[src/sv/assert_macros.svh]
// Assertion macros shared by the resolver RTL.
// Needs i_clk and i_rst_n in the scope where a macro is used.
`ifndef ASSERT_MACROS_SVH
`define ASSERT_MACROS_SVH

// Same-cycle implication, disabled during reset.
`define NDP_ASSERT_IMPL(name, pre, post) \
    name: assert property (@(posedge i_clk) disable iff (!i_rst_n) (pre) |-> (post)) \
        else $error("ndp assertion failed");

// Next-cycle implication, disabled during reset.
`define NDP_ASSERT_NEXT(name, pre, post) \
    name: assert property (@(posedge i_clk) disable iff (!i_rst_n) (pre) |=> (post)) \
        else $error("ndp assertion failed");

`endif

[src/sv/ndp_pkg.sv]
// Shared constants, beat codes and structs of the NDP advert MAC resolver.
// No dependencies; used by ndp_parser, ndp_table and the top level.
package ndp_pkg;

    // table and message sizing
    localparam int ENTRIES     = 16;
    localparam int MAX_MESSAGE = 1024;
    localparam int ENT_AW      = (ENTRIES > 1) ? $clog2(ENTRIES) : 1;
    localparam int OFF_W       = $clog2(MAX_MESSAGE + 1);
    localparam int OPT_W       = $clog2(MAX_MESSAGE + 256);
    localparam int SUM_W       = OPT_W + 1;

    // field widths
    localparam int IDX_W  = 4;
    localparam int ADDR_W = 64;
    localparam int MAC_W  = 48;
    localparam int MASK_W = 16;
    localparam int HOST_W = 2 * ADDR_W;

    // protocol constants
    localparam logic [7:0] ADVERT_TYPE = 8'd136;
    localparam logic [7:0] TLLA_TYPE   = 8'd2;
    localparam int         OPTIONS_AT  = 24;
    localparam int         MIN_MSG     = 8;
    localparam int         TLLA_MIN    = 8;

    // input kinds
    localparam logic [1:0] KIND_LOAD = 2'd0;
    localparam logic [1:0] KIND_BYTE = 2'd1;
    localparam logic [1:0] KIND_READ = 2'd2;

    // result kinds
    localparam logic RES_REPORT = 1'b0;
    localparam logic RES_READ   = 1'b1;

    // one accepted input beat
    typedef struct packed {
        logic              valid;
        logic [1:0]        kind;
        logic [IDX_W-1:0]  idx;
        logic [7:0]        byte_value;
        logic              last;
        logic [ADDR_W-1:0] addr_high;
        logic [ADDR_W-1:0] addr_low;
    } t_cmd;

    // end-of-message verdict from the option walker
    typedef struct packed {
        logic             ok;
        logic [MAC_W-1:0] mac;
    } t_pkt_end;

    // one result item
    typedef struct packed {
        logic              kind;
        logic              resolved;
        logic [MAC_W-1:0]  mac;
        logic [MASK_W-1:0] mask;
        logic              responded;
    } t_result;

endpackage

[src/sv/ndp_ram.sv]
// Generic simple dual-port RAM: one write port, one registered read port.
// No dependencies.
module ndp_ram #(
    parameter int WIDTH = 8,
    parameter int DEPTH = 16
) (
    input  logic                                    i_clk,
    input  logic                                    i_wr_en,
    input  logic [((DEPTH > 1) ? $clog2(DEPTH) : 1)-1:0] i_wr_addr,
    input  logic [WIDTH-1:0]                        i_wr_data,
    input  logic                                    i_rd_en,
    input  logic [((DEPTH > 1) ? $clog2(DEPTH) : 1)-1:0] i_rd_addr,
    output logic [WIDTH-1:0]                        o_rd_data
);

    logic [WIDTH-1:0] r_mem [DEPTH];
    logic [WIDTH-1:0] r_rd_data;

    // write port
    always_ff @(posedge i_clk) begin
        if (i_wr_en) begin
            r_mem[i_wr_addr] <= i_wr_data;
        end
    end

    // registered read port
    always_ff @(posedge i_clk) begin
        if (i_rd_en) begin
            r_rd_data <= r_mem[i_rd_addr];
        end
    end

    assign o_rd_data = r_rd_data;

endmodule

[src/sv/ndp_parser.sv]
// Byte-wise ICMPv6 option walker: tracks message type and the type/length
// option chain, captures the target link-layer MAC. Depends on ndp_pkg.
module ndp_parser (
    input  logic             i_clk,
    input  logic             i_rst_n,
    input  logic             i_valid,
    input  logic [7:0]       i_byte,
    input  logic             i_last,
    output ndp_pkg::t_pkt_end o_end
);

    logic [ndp_pkg::OFF_W-1:0] r_offset, n_offset, w_offset;
    logic [ndp_pkg::OPT_W-1:0] r_opt_start, n_opt_start, w_opt_start;
    logic [7:0]                r_opt_len, n_opt_len, w_opt_len;
    logic [7:0]                r_opt_type, n_opt_type, w_opt_type;
    logic                      r_stopped, n_stopped, w_stopped;
    logic                      r_found, n_found, w_found;
    logic [ndp_pkg::MAC_W-1:0] r_mac, n_mac, w_mac;
    logic [7:0]                r_msg_type, n_msg_type, w_msg_type;

    logic                      w_take;
    logic [ndp_pkg::SUM_W-1:0] w_pos;
    logic [ndp_pkg::SUM_W-1:0] w_start_x;
    logic [ndp_pkg::SUM_W-1:0] w_cap_start;

    // walk step for one byte
    always_comb begin
        w_offset    = r_offset;
        w_opt_start = r_opt_start;
        w_opt_len   = r_opt_len;
        w_opt_type  = r_opt_type;
        w_stopped   = r_stopped;
        w_found     = r_found;
        w_mac       = r_mac;
        w_msg_type  = r_msg_type;
        w_take      = i_valid && (r_offset < ndp_pkg::OFF_W'(ndp_pkg::MAX_MESSAGE));
        w_pos       = ndp_pkg::SUM_W'(r_offset);
        w_start_x   = ndp_pkg::SUM_W'(r_opt_start);
        w_cap_start = '0;
        if (w_take) begin
            if (r_offset == '0) begin
                w_msg_type = i_byte;
            end
            if (!r_stopped && !r_found && (w_pos >= ndp_pkg::SUM_W'(ndp_pkg::OPTIONS_AT))) begin
                if (w_pos == w_start_x) begin
                    w_opt_type = i_byte;
                end else if (w_pos == w_start_x + ndp_pkg::SUM_W'(1)) begin
                    // length in bytes, wrapped to 8 bits
                    w_opt_len = {i_byte[4:0], 3'b000};
                    if (w_opt_len == 8'd0) begin
                        w_stopped = 1'b1;
                    end else if (r_opt_type == ndp_pkg::TLLA_TYPE) begin
                        if (w_opt_len < 8'(ndp_pkg::TLLA_MIN)) begin
                            w_stopped = 1'b1;
                        end else begin
                            w_found = 1'b1;
                        end
                    end else begin
                        w_opt_start = r_opt_start + ndp_pkg::OPT_W'(w_opt_len);
                    end
                end
            end
            // MAC bytes sit at option offsets two to seven
            w_cap_start = ndp_pkg::SUM_W'(w_opt_start);
            if (w_found && (w_pos >= w_cap_start + ndp_pkg::SUM_W'(2))
                    && (w_pos <= w_cap_start + ndp_pkg::SUM_W'(7))) begin
                w_mac = {r_mac[ndp_pkg::MAC_W-9:0], i_byte};
            end
            w_offset = r_offset + ndp_pkg::OFF_W'(1);
        end
    end

    // verdict at the final byte
    always_comb begin
        o_end.ok  = (w_offset >= ndp_pkg::OFF_W'(ndp_pkg::MIN_MSG))
                 && (w_msg_type == ndp_pkg::ADVERT_TYPE) && w_found
                 && (ndp_pkg::SUM_W'(w_offset)
                     >= ndp_pkg::SUM_W'(w_opt_start) + ndp_pkg::SUM_W'(w_opt_len));
        o_end.mac = w_mac;
    end

    // the final byte returns the walk to its start
    always_comb begin
        if (i_valid && i_last) begin
            n_offset    = '0;
            n_opt_start = ndp_pkg::OPT_W'(ndp_pkg::OPTIONS_AT);
            n_opt_len   = '0;
            n_opt_type  = '0;
            n_stopped   = 1'b0;
            n_found     = 1'b0;
            n_mac       = '0;
            n_msg_type  = '0;
        end else begin
            n_offset    = w_offset;
            n_opt_start = w_opt_start;
            n_opt_len   = w_opt_len;
            n_opt_type  = w_opt_type;
            n_stopped   = w_stopped;
            n_found     = w_found;
            n_mac       = w_mac;
            n_msg_type  = w_msg_type;
        end
    end

    always_ff @(posedge i_clk) begin
        if (!i_rst_n) begin
            r_offset    <= '0;
            r_opt_start <= ndp_pkg::OPT_W'(ndp_pkg::OPTIONS_AT);
            r_opt_len   <= '0;
            r_opt_type  <= '0;
            r_stopped   <= 1'b0;
            r_found     <= 1'b0;
            r_mac       <= '0;
            r_msg_type  <= '0;
        end else begin
            r_offset    <= n_offset;
            r_opt_start <= n_opt_start;
            r_opt_len   <= n_opt_len;
            r_opt_type  <= n_opt_type;
            r_stopped   <= n_stopped;
            r_found     <= n_found;
            r_mac       <= n_mac;
            r_msg_type  <= n_msg_type;
        end
    end

endmodule

[src/sv/ndp_table.sv]
// Request table: host and MAC RAMs, valid/responded flags, and the sequencer
// for loads, reads and the end-of-packet match scan. Depends on ndp_pkg, ndp_ram.
`include "assert_macros.svh"

module ndp_table (
    input  logic              i_clk,
    input  logic              i_rst_n,
    input  ndp_pkg::t_cmd     i_cmd,
    input  ndp_pkg::t_pkt_end i_end,
    output logic              o_idle,
    output logic              o_res_valid,
    input  logic              i_res_ready,
    output ndp_pkg::t_result  o_res
);

    typedef enum logic [3:0] {
        ST_IDLE = 4'b0001,
        ST_READ = 4'b0010,
        ST_SCAN = 4'b0100,
        ST_DONE = 4'b1000
    } t_state;

    t_state                     r_state, n_state;
    logic [ndp_pkg::ENT_AW-1:0] r_cnt, n_cnt;
    logic [ndp_pkg::MASK_W-1:0] r_mask, n_mask;
    ndp_pkg::t_result           r_res, n_res;
    logic [ndp_pkg::HOST_W-1:0] r_sender, n_sender;
    logic [ndp_pkg::MAC_W-1:0]  r_cap_mac, n_cap_mac;
    logic                       r_rd_ok, n_rd_ok;
    logic [ndp_pkg::ENTRIES-1:0] r_valid, n_valid;
    logic [ndp_pkg::ENTRIES-1:0] r_resp, n_resp;

    logic                       w_in_range;
    logic [ndp_pkg::ENT_AW-1:0] w_idx;
    logic                       w_cnt_last;
    logic                       w_hit;

    logic                       w_host_wr, w_host_rd;
    logic [ndp_pkg::ENT_AW-1:0] w_host_rd_addr;
    logic [ndp_pkg::HOST_W-1:0] w_host_q;
    logic                       w_mac_wr, w_mac_rd;
    logic [ndp_pkg::MAC_W-1:0]  w_mac_q;

    assign w_in_range = (32'(i_cmd.idx) < ndp_pkg::ENTRIES);
    assign w_idx      = ndp_pkg::ENT_AW'(i_cmd.idx);
    assign w_cnt_last = (r_cnt == ndp_pkg::ENT_AW'(ndp_pkg::ENTRIES - 1));
    assign w_hit      = (r_state == ST_SCAN) && r_valid[r_cnt] && !r_resp[r_cnt]
                     && (w_host_q == r_sender);

    // host addresses, written by loads, swept by the scan
    ndp_ram #(
        .WIDTH (ndp_pkg::HOST_W),
        .DEPTH (ndp_pkg::ENTRIES)
    ) u_host_ram (
        .i_clk     (i_clk),
        .i_wr_en   (w_host_wr),
        .i_wr_addr (w_idx),
        .i_wr_data ({i_cmd.addr_high, i_cmd.addr_low}),
        .i_rd_en   (w_host_rd),
        .i_rd_addr (w_host_rd_addr),
        .o_rd_data (w_host_q)
    );

    // resolved MACs, written by the scan, read by read items
    ndp_ram #(
        .WIDTH (ndp_pkg::MAC_W),
        .DEPTH (ndp_pkg::ENTRIES)
    ) u_mac_ram (
        .i_clk     (i_clk),
        .i_wr_en   (w_mac_wr),
        .i_wr_addr (r_cnt),
        .i_wr_data (r_cap_mac),
        .i_rd_en   (w_mac_rd),
        .i_rd_addr (w_idx),
        .o_rd_data (w_mac_q)
    );

    // sequencer
    always_comb begin
        n_state        = r_state;
        n_cnt          = r_cnt;
        n_mask         = r_mask;
        n_res          = r_res;
        n_sender       = r_sender;
        n_cap_mac      = r_cap_mac;
        n_rd_ok        = r_rd_ok;
        n_valid        = r_valid;
        n_resp         = r_resp;
        w_host_wr      = 1'b0;
        w_host_rd      = 1'b0;
        w_host_rd_addr = '0;
        w_mac_wr       = 1'b0;
        w_mac_rd       = 1'b0;
        case (r_state)
            ST_IDLE: begin
                if (i_cmd.valid) begin
                    case (i_cmd.kind)
                        ndp_pkg::KIND_LOAD: begin
                            if (w_in_range) begin
                                w_host_wr      = 1'b1;
                                n_valid[w_idx] = 1'b1;
                                n_resp[w_idx]  = 1'b0;
                            end
                        end
                        ndp_pkg::KIND_READ: begin
                            w_mac_rd = w_in_range;
                            n_rd_ok  = w_in_range && r_resp[w_idx];
                            n_state  = ST_READ;
                        end
                        ndp_pkg::KIND_BYTE: begin
                            if (i_cmd.last) begin
                                if (i_end.ok) begin
                                    n_sender       = {i_cmd.addr_high, i_cmd.addr_low};
                                    n_cap_mac      = i_end.mac;
                                    n_cnt          = '0;
                                    n_mask         = '0;
                                    w_host_rd      = 1'b1;
                                    w_host_rd_addr = '0;
                                    n_state        = ST_SCAN;
                                end else begin
                                    n_res   = '0;
                                    n_state = ST_DONE;
                                end
                            end
                        end
                        default: begin
                        end
                    endcase
                end
            end
            ST_READ: begin
                // unresolved entries read back a zero MAC
                n_res.kind      = ndp_pkg::RES_READ;
                n_res.resolved  = 1'b0;
                n_res.mac       = r_rd_ok ? w_mac_q : '0;
                n_res.mask      = '0;
                n_res.responded = r_rd_ok;
                n_state         = ST_DONE;
            end
            ST_SCAN: begin
                // compare entry r_cnt, prefetch the next host address
                if (w_hit) begin
                    w_mac_wr       = 1'b1;
                    n_resp[r_cnt]  = 1'b1;
                    n_mask         = r_mask | (ndp_pkg::MASK_W'(1) << r_cnt);
                end
                if (w_cnt_last) begin
                    n_res.kind      = ndp_pkg::RES_REPORT;
                    n_res.resolved  = 1'b1;
                    n_res.mac       = r_cap_mac;
                    n_res.mask      = n_mask;
                    n_res.responded = 1'b0;
                    n_state         = ST_DONE;
                end else begin
                    w_host_rd      = 1'b1;
                    w_host_rd_addr = r_cnt + ndp_pkg::ENT_AW'(1);
                    n_cnt          = r_cnt + ndp_pkg::ENT_AW'(1);
                end
            end
            ST_DONE: begin
                if (i_res_ready) begin
                    n_state = ST_IDLE;
                end
            end
            default: begin
                n_state = ST_IDLE;
            end
        endcase
    end

    always_ff @(posedge i_clk) begin
        if (!i_rst_n) begin
            r_state <= ST_IDLE;
            r_valid <= '0;
            r_resp  <= '0;
            r_cnt   <= '0;
        end else begin
            r_state <= n_state;
            r_valid <= n_valid;
            r_resp  <= n_resp;
            r_cnt   <= n_cnt;
        end
    end

    // payload, no reset needed
    always_ff @(posedge i_clk) begin
        r_mask    <= n_mask;
        r_res     <= n_res;
        r_sender  <= n_sender;
        r_cap_mac <= n_cap_mac;
        r_rd_ok   <= n_rd_ok;
    end

    assign o_idle      = (r_state == ST_IDLE);
    assign o_res_valid = (r_state == ST_DONE);
    assign o_res       = r_res;

    `NDP_ASSERT_NEXT(a_scan_ends, (r_state == ST_SCAN) && w_cnt_last, r_state == ST_DONE)
    `NDP_ASSERT_IMPL(a_report_clean, (r_state == ST_DONE) && (r_res.kind == ndp_pkg::RES_REPORT) && !r_res.resolved, (r_res.mask == '0) && (r_res.mac == '0))
    `NDP_ASSERT_NEXT(a_hit_sets_flag, w_hit, r_resp[$past(r_cnt)])

endmodule

[src/sv/ndp_advert_mac_resolver_top.sv]
// Top level of the NDP advert MAC resolver: stream ports, beat decode and the
// output register. Depends on ndp_pkg, ndp_parser, ndp_table.
`include "assert_macros.svh"

// Packet bytes and loads: one beat per cycle, no result for non-final bytes.
// Read: reply passes the MAC RAM read, ST_READ and ST_DONE into the output register.
// Final byte of a resolving advert: scan of the host RAM, one entry per cycle,
// then the report through ST_DONE; other final bytes go straight to ST_DONE.
// Input is held off while a read or scan runs or a result waits for the output.
// Reset (synchronous, active low) clears valid/responded flags and the walk; RAMs keep contents.
module ndp_advert_mac_resolver_top (
    input  logic         i_clk,
    input  logic         i_rst_n,
    // input beat
    input  logic         s_axis_tvalid,
    output logic         s_axis_tready,
    // tdata: entry_index[3:0], byte_value[11:4], addr_high[75:12],
    //        addr_low[139:76], zero pad[143:140]
    input  logic [143:0] s_axis_tdata,
    // tuser: kind[1:0]
    input  logic [1:0]   s_axis_tuser,
    // tlast: last_byte
    input  logic         s_axis_tlast,
    // result beat
    output logic         m_axis_tvalid,
    input  logic         m_axis_tready,
    // tdata: resolved[0], mac_address[48:1], match_mask[64:49],
    //        entry_responded[65], zero pad[71:66]
    output logic [71:0]  m_axis_tdata,
    // tuser: result_kind
    output logic         m_axis_tuser
);

    ndp_pkg::t_cmd     w_cmd;
    ndp_pkg::t_pkt_end w_end;
    ndp_pkg::t_result  w_res;
    logic              w_idle;
    logic              w_res_valid;
    logic              w_res_ready;

    logic              r_out_valid, n_out_valid;
    ndp_pkg::t_result  r_out, n_out;

    // beat decode
    always_comb begin
        w_cmd.valid      = s_axis_tvalid && s_axis_tready;
        w_cmd.kind       = s_axis_tuser;
        w_cmd.idx        = s_axis_tdata[3:0];
        w_cmd.byte_value = s_axis_tdata[11:4];
        w_cmd.last       = s_axis_tlast;
        w_cmd.addr_high  = s_axis_tdata[75:12];
        w_cmd.addr_low   = s_axis_tdata[139:76];
    end

    assign s_axis_tready = w_idle;

    ndp_parser u_parser (
        .i_clk   (i_clk),
        .i_rst_n (i_rst_n),
        .i_valid (w_cmd.valid && (w_cmd.kind == ndp_pkg::KIND_BYTE)),
        .i_byte  (w_cmd.byte_value),
        .i_last  (w_cmd.last),
        .o_end   (w_end)
    );

    ndp_table u_table (
        .i_clk       (i_clk),
        .i_rst_n     (i_rst_n),
        .i_cmd       (w_cmd),
        .i_end       (w_end),
        .o_idle      (w_idle),
        .o_res_valid (w_res_valid),
        .i_res_ready (w_res_ready),
        .o_res       (w_res)
    );

    // output register
    assign w_res_ready = !r_out_valid || m_axis_tready;

    always_comb begin
        n_out_valid = r_out_valid;
        n_out       = r_out;
        if (w_res_valid && w_res_ready) begin
            n_out_valid = 1'b1;
            n_out       = w_res;
        end else if (m_axis_tready) begin
            n_out_valid = 1'b0;
        end
    end

    always_ff @(posedge i_clk) begin
        if (!i_rst_n) begin
            r_out_valid <= 1'b0;
        end else begin
            r_out_valid <= n_out_valid;
        end
    end

    always_ff @(posedge i_clk) begin
        r_out <= n_out;
    end

    assign m_axis_tvalid = r_out_valid;
    assign m_axis_tuser  = r_out.kind;
    assign m_axis_tdata  = {6'b000000, r_out.responded, r_out.mask, r_out.mac, r_out.resolved};

    `NDP_ASSERT_NEXT(a_out_loaded, w_res_valid && w_res_ready, r_out_valid)
    `NDP_ASSERT_IMPL(a_ready_no_pending, s_axis_tready, !w_res_valid)

endmodule
[config.mk]
export PLATFORM = sky130hd
export DESIGN_NAME = ndp_advert_mac_resolver_top
export DESIGN_NICKNAME = d
export VERILOG_FILES = /design/src/sv/ndp_pkg.sv /design/src/sv/ndp_ram.sv /design/src/sv/ndp_parser.sv /design/src/sv/ndp_table.sv /design/src/sv/ndp_advert_mac_resolver_top.sv
export VERILOG_INCLUDE_DIRS = /design/src /design/src/sv
export SDC_FILE = /design/constraint.sdc
export NUM_CORES = 2
export LEC_CHECK = 0
export BUFFER_PORTS_ARGS = -buffer_cell sky130_fd_sc_hd__buf_4
export CORE_UTILIZATION = 50
export CTS_BUF_LIST = sky130_fd_sc_hd__clkbuf_4 sky130_fd_sc_hd__clkbuf_8
export DETAILED_ROUTE_END_ITERATION = 8
export PLACE_DENSITY = 0.68
export SLEW_MARGIN = 15
export SYNTH_ARGS = -nofsm -noshare
export SYNTH_HDL_FRONTEND = slang
export SYNTH_HIERARCHICAL = 1
export SYNTH_SLANG_ARGS = --single-unit
[constraint.sdc]
create_clock -name i_clk -period 28.2 [get_ports i_clk]
set_input_delay 5.64 -clock i_clk [delete_from_list [all_inputs] [get_ports i_clk]]
set_output_delay 5.64 -clock i_clk [all_outputs]
set_load 0.02 [all_outputs]
Word-level counts from Yosys, hierarchy flattened
Memories as Yosys holds them, arrays and structs flattened. A register that Yosys moved wholly into a read port is not among the register bits.
Index checks and enable logic that the tools add are counted.
{"block": "totals", "reg_bits": 464, "latch_bits": 0, "ram_bits": 2816, "romBits": 0, "in_bits": 151, "out_inout_bits": 75, "elab_cells": 209, "n_memories": 2}
{"memory": "u_table.u_host_ram.r_mem", "words": 16, "width": 128, "read_ports": 1, "rd_clocked_by_memory_dff": 1, "wr": 1, "line": "ndp_ram.sv:16", "rtl": "logic [WIDTH-1:0] r_mem [DEPTH];"}
{"memory": "u_table.u_mac_ram.r_mem", "words": 16, "width": 48, "read_ports": 1, "rd_clocked_by_memory_dff": 1, "wr": 1, "line": "ndp_ram.sv:16"}
{"block": "op_classes", "n_addsub": 7, "n_mul": 0, "n_div": 0, "order_cmp": 11, "eq_ne": 24, "shift": 1, "muxes": 89, "bitwise": 7, "reduce_logical": 41}
{"op": "67-bit two-way mux", "count": 5}
{"op": "67-bit one-hot mux with 3 select lines", "count": 1}
{"op": "48-bit two-way mux", "count": 3}
{"op": "128-bit equality test", "count": 1}
{"op": "16-bit two-way mux", "count": 8}
{"op": "11-bit two-way mux", "count": 8}
{"op": "16-bit one-hot mux with 2 select lines", "count": 2}
{"op": "4-bit two-way mux", "count": 12}
{"op": "8-bit two-way mux", "count": 6}
{"op": "16-bit bitwise OR", "count": 3}
{"op": "1-bit two-way mux", "count": 35}
{"op": "11-bit by 12-bit >= comparator with 1-bit output", "count": 2}
{"op": "6-bit AND reduction", "count": 3}
{"op": "1-bit logical AND", "count": 17}
{"op": "16-bit bitwise AND", "count": 1}
{"op": "2-bit by 1-bit != test with 1-bit output (second input constant)", "count": 8}
{"op": "16-bit inverter", "count": 1}
{"op": "4-bit one-hot mux with 2 select lines", "count": 2}
{"op": "4-bit one-hot mux with 4 select lines", "count": 1}
{"op": "1-bit by 4-bit << shifter with 16-bit output (first input constant)", "count": 1}
{"op": "5-bit AND reduction", "count": 3}
{"op": "11-bit by 1-bit adder with 12-bit output (second input constant)", "count": 1}
{"op": "11-bit by 2-bit adder with 12-bit output (second input constant)", "count": 1}
{"op": "11-bit by 3-bit adder with 12-bit output (second input constant)", "count": 1}
{"op": "38 further kinds", "count": 54}

Depth between registers and ports, before layout
{"block": "logic_depth", "ltp_word": 16, "mapped_depth": 31, "mapped_depth_nobuf": 29}

By module
Netlist, hierarchy kept.
{"mod": "ndp_ram (u_table.u_host_ram)", "instances": 1, "cells_per_inst": 3365, "area_per_inst_um2": 80612.3, "seq_area_each_um2": 65342.7}
{"mod": "ndp_ram (u_table.u_mac_ram)", "instances": 1, "cells_per_inst": 1242, "area_per_inst_um2": 30171.4, "seq_area_each_um2": 24503.5}
{"mod": "ndp_table", "instances": 1, "cells_per_inst": 838, "area_per_inst_um2": 12383.1, "seq_area_each_um2": 8608.3}
{"mod": "ndp_parser", "instances": 1, "cells_per_inst": 500, "area_per_inst_um2": 5008.6, "seq_area_each_um2": 1861.8}
{"mod": "ndp_advert_mac_resolver_top", "instances": 1, "cells_per_inst": 81, "area_per_inst_um2": 2129.5, "seq_area_each_um2": 2031.9}

Least setup slack after synthesis
Ideal clock, no wire load.
{"block": "synth_path", "path_kind": "in2reg", "startpoint": "in s_axis_tvalid", "endpoint": "reg u_table.u_host_ram.r_rd_data[0], in the netlist u_table/u_host_ram/o_rd_data[0] (read register of u_table.u_host_ram.r_mem), enable pin", "setup_time_ns": 0.477, "arrival_ns": 16.783, "t_required_ns": 27.723, "setup_slack_ns": 10.940, "path_stages": 28, "path_buffers": 2, "cell_sequence": "and2_4 -> and3b_1 -> nor2b_1 -> buf_2 -> nand3_1 -> nor4_4 -> and2_0 -> clkbuf_1 -> mux2_2 -> ha_1 -> inv_1 -> fa_1 -> nor2b_1 -> o21ai_0 -> nand2b_1 -> a21oi_1 -> nor2_1 -> xnor2_1 -> ha_1 -> o21ai_0 -> nand2b_1 -> a21oi_1 -> nor3_1 -> nand2_1 -> a311oi_1 -> and3_1 -> nor2_1 -> inv_1"}
{"item": "start, declared", "line": "ndp_advert_mac_resolver_top.sv:15", "rtl": "input logic s_axis_tvalid,"}
{"item": "end, declared", "line": "ndp_ram.sv:17", "rtl": "logic [WIDTH-1:0] r_rd_data;"}

==> qor.csv <==
stage,metric,value,unit
drt,Detailed Route WL,306,mm
worst_setup_path,CP most frequent cell,a21oi_1,
global_route,first-pass GRT wire length,438,mm
outcome,status,"complete, no violations",
sta,post-layout min period,12.23,ns
floorplanning,die width,513,um
power_and_ir_drop,Pwr per Cell Area,67.4,nW/um2
drt,Wirelength per Cell,29.3,um
clock_network,post-CTS sizing,0,
synth,Syn. warnings,6,
synth,ys async rst share,0,
hold_path,worst hold path cell count,0,
worst_setup_path,family with the most delay on the worst path,simple AND/OR/NAND/NOR gates,
sta,Rel. slew slack,0.174,
synth,Post-synth EDFFs,3319,
worst_setup_path,Worst Setup End Kind,flip-flop,
clock_network,CTS tree,done,
drt,drt first pass iters,5,
global_route,vias in the first global route,64600,
final_layout,share of layout cells above drive strength 1,0.287,
worst_setup_path,Buffers & Inverters on Critical Path,4,
clock_network,# clock sinks,3453,
worst_setup_path,startpoint class of the critical path,input pin,
synth,Mapped Cells,6026,
worst_setup_path,R2R Path End,u_table/u_host_ram/o_rd_data[60],
worst_setup_path,CP max-delay cell,buf_4,
worst_setup_path,worst reg-to-reg setup slack,19.47,ns
worst_setup_path,CP Data Required Time,28.94,ns
drt,initial DRC count,6454,
floorplanning,height of the die,513,um
place,PortBufs,215,
global_route,initial antenna violation count,61,
worst_setup_path,critical path data arrival time,12.97,ns
drt,Final ANT Viol Nets,0,
drt,DR WL met2,149,mm
global_route,total gr overflow,0,
final_layout,nets@finish,6798,
synth,Synth Flop Type,edfxtp_1,
final_layout,area growth from synthesis to layout,12.6,%
drt,metal3 WL,29.1,mm
sta,count of final max-slew check failures,0,
hold_path,worst hold path type,reg -> reg,
drt,M1 wire length,119,mm
hold_path,Hold EP,m_axis_tdata[62],
power_and_ir_drop,clock power share,0.420,
worst_setup_path,critical path class,in -> reg,
sta,max frequency,0.0818,GHz
clock_network,H-tree lvl count,6,
drt,highest metal used,met5,
worst_setup_path,RR Startpoint,u_table/r_state[0],
floorplanning,Core Area,259000,um2
sta,final hold vios,0,
drt,routed vias,63200,
synth,register area share after synthesis,0.785,
sta,Final Skew,0.117,ns
clock_network,Post-CTS Setup Repair Bufs,0,
synth,Avg Inst Size Synth,21.6,um2
worst_setup_path,max incr delay on CP,0.74,ns
sta,Sum Neg Setup Slack,0,ns
power_and_ir_drop,Leak,48.3,nW
power_and_ir_drop,switching part of the total,0.206,
synth,"FF+latch count, synth",3453,
floorplanning,Die ar.,263000,um2
power_and_ir_drop,sequential group share of total power,0.567,
floorplanning,num rows,187,
hold_path,HP Start,u_table/o_res[14],
power_and_ir_drop,Gate power share,0.013,
power_and_ir_drop,internal power,0.00785,W
sta,final setup vio count,0,
drt,DRC errors left,0,
power_and_ir_drop,final total power,0.00988,W
worst_setup_path,CP max FO,55,
worst_setup_path,R2R depth,26,
power_and_ir_drop,Psw,0.00203,W
floorplanning,Initial Utilization,0.503,
clock_network,total CTS buffers,551,
sta,Worst Tran Pin Value,1.24,ns
global_route,Tot GR Track Use,0.231,
sta,Final Cycle Share,0.434,
clock_network,Worst-path clk slew,0.06,ns
sta,unrepaired setup endpoints after global routing,no,
power_and_ir_drop,Max IR drop VDD,0.0511,mV
drt,via density per instance,6.06,
place,gp weighted congestion,0.792,
synth,Mapped Area,130000,um2
clock_network,Max clock buf depth,4,
clock_network,Clock Latency Late Sink,1.15,ns
place,Final HPWL DP,155,mm
clock_network,Root Buffer,clkbuf_8,
clock_network,hold_buf cts,0,
run,Max Cap Violations,0,
floorplanning,# IOs,226,
synth,Synth cell types,70,
global_route,largest net degree at the start of global routing,118,
-- metal layers --
metal	track usage	up-vias
li1	-	26300
met1	0.309	33300
met2	0.371	3003
met3	0.0585	560
met4	0.0783	46
met5	0	-
-- worst reg2reg max path, delay by kind of cell, from the launching register on --
kind,cells,cell delay [ns]
AND/OR/NAND/NOR,14,3.96
buffers and inverters,3,1.58
AO/OA/AOI/OAI,5,1.12
adder cells (fa/ha/maj),2,0.59
multiplexers,1,0.42
XOR/XNOR,1,0.15
flip-flops,1,0.41
-- how the worst max path moves through the flow --
stage                   from  cells past startpoint                                 to
2_1_floorplan  s_axis_tvalid                     28    u_table/u_host_ram/o_rd_data[0]
3_3_place_gp   s_axis_tvalid                     27   u_table/u_host_ram/o_rd_data[93]
3_5_place_dp   s_axis_tvalid                     26   u_table/u_host_ram/o_rd_data[93]
4_1_cts        s_axis_tvalid                     26  u_table/u_host_ram/o_rd_data[107]
5_1_grt        s_axis_tvalid                     26  u_table/u_host_ram/o_rd_data[110]
6_report       s_axis_tvalid                     26   u_table/u_host_ram/o_rd_data[60]
-- cell type report --
type,instances,area [um2]
flip-flops and latches,3453,102000
repair buffers,335,2650
inverters,19,77.6
fillers,18800,113000
clock buffers,767,9290
well taps,3402,4260
diodes,20,50.0
clock inverters,191,1360
multi-input cells,2247,26700
-- cells by family after synthesis --
| family | Yosys count | share of synthesized area |
|---|---|---|
| compound gates | 570 | 0.0313 |
| buf+inv | 331 | 0.0128 |
| xor+xnor | 159 | 0.0107 |
| other cells | 1 | 0.0000288 |
| simple gates | 628 | 0.0244 |
| flops | 3453 | 0.785 |
| mux | 844 | 0.131 |
| fa+ha+maj | 40 | 0.00396 |
-- power by group through the flow --
stage | clock network [W] | registers [W] | logic [W]
final | 0.00415 | 0.00561 | 0.000128
after CTS | 0.00422 | 0.00561 | 0.000130
after detailed placement | 0 | 0.00572 | 0.000130
after global placement | 0 | 0.00571 | 0.000124
after global routing | 0.00444 | 0.00561 | 0.000138
after floorplan | 0 | 0.00572 | 0.0000489
-- cell usage after synthesis, types with 14 or more instances --
cell type / instances / area [um2]
clkbuf_1: 161 / 604
buf_2: 61 / 305
nand2_1: 238 / 893
nor3_1: 19 / 95.1
mux2_2: 33 / 372
a22o_1: 48 / 420
xor2_1: 134 / 1170
edfxtp_1: 3319 / 99700
mux4_2: 680 / 15300
mux2i_1: 110 / 1100
a21oi_1: 41 / 205
nand3_1: 37 / 185
and2_1: 78 / 488
a22oi_1: 317 / 2380
mux2_4: 20 / 300
buf_6: 18 / 203
o21ai_0: 42 / 210
inv_1: 18 / 67.6
o211ai_1: 21 / 158
xnor2_1: 25 / 219
buf_4: 38 / 285
nor2b_1: 29 / 181
o21a_1: 14 / 105
nand2b_1: 17 / 106
o22ai_1: 22 / 138
o21ai_1: 17 / 85.1
nor2_1: 79 / 297
dfxtp_1: 134 / 2680
buf_1: 28 / 105
a211oi_1: 21 / 158
nor4_1: 51 / 319
nand4_1: 28 / 175
ha_1: 38 / 475
-- cells in the final DEF (no fill, tap or decap), types with 49 or more instances in the layout --
master,n
mux2i_1,110
clkbuf_4,203
nor2_1,49
and2_1,72
a22oi_1,317
buf_4,323
clkinv_1,89
xor2_1,134
mux4_2,680
edfxtp_1,3319
clkbuf_8,565
dfxtp_1,134
nand2_1,238
-- state kept, by name (all words and copies together) (netlist names), 4 cells and up, named ones only --
| register | flops |
|---|---|
| m_axis_tdata | 66 |
| u_table/u_mac_ram/r_mem | 768 |
| u_table/o_res | 67 |
| u_table/u_mac_ram/o_rd_data | 48 |
| u_table/r_cnt | 4 |
| u_table/u_host_ram/o_rd_data | 128 |
| u_table/r_mask | 16 |
| u_parser/r_opt_type | 8 |
| u_table/r_sender | 128 |
| u_parser/r_opt_start | 7 |
| u_table/r_cap_mac | 48 |
| u_table/r_resp | 16 |
| u_table/r_valid | 16 |
| u_parser/r_mac | 48 |
| u_parser/r_msg_type | 8 |
| u_table/r_state | 4 |
| u_table/u_host_ram/r_mem | 2048 |
| u_parser/r_opt_len | 8 |
| u_parser/r_offset | 11 |
-- metrics by stage --
step | util | hold slack (ns) | area, um2 | setup WS (ns) | cells
floorplan | - | 0.400 | 130000 | 10.94 | 6031
global placement | 0.525 | 0.400 | 136000 | 14.82 | 9456
detailed placement | 0.525 | 0.405 | 136000 | 14.86 | 9456
CTS | 0.566 | 0.410 | 147000 | 16.09 | 10400
global route | 0.566 | 0.414 | 147000 | 15.37 | 10400
finish | 0.566 | 0.415 | 147000 | 15.97 | 10400
Note: power is estimated with default switching activity, not from simulation.
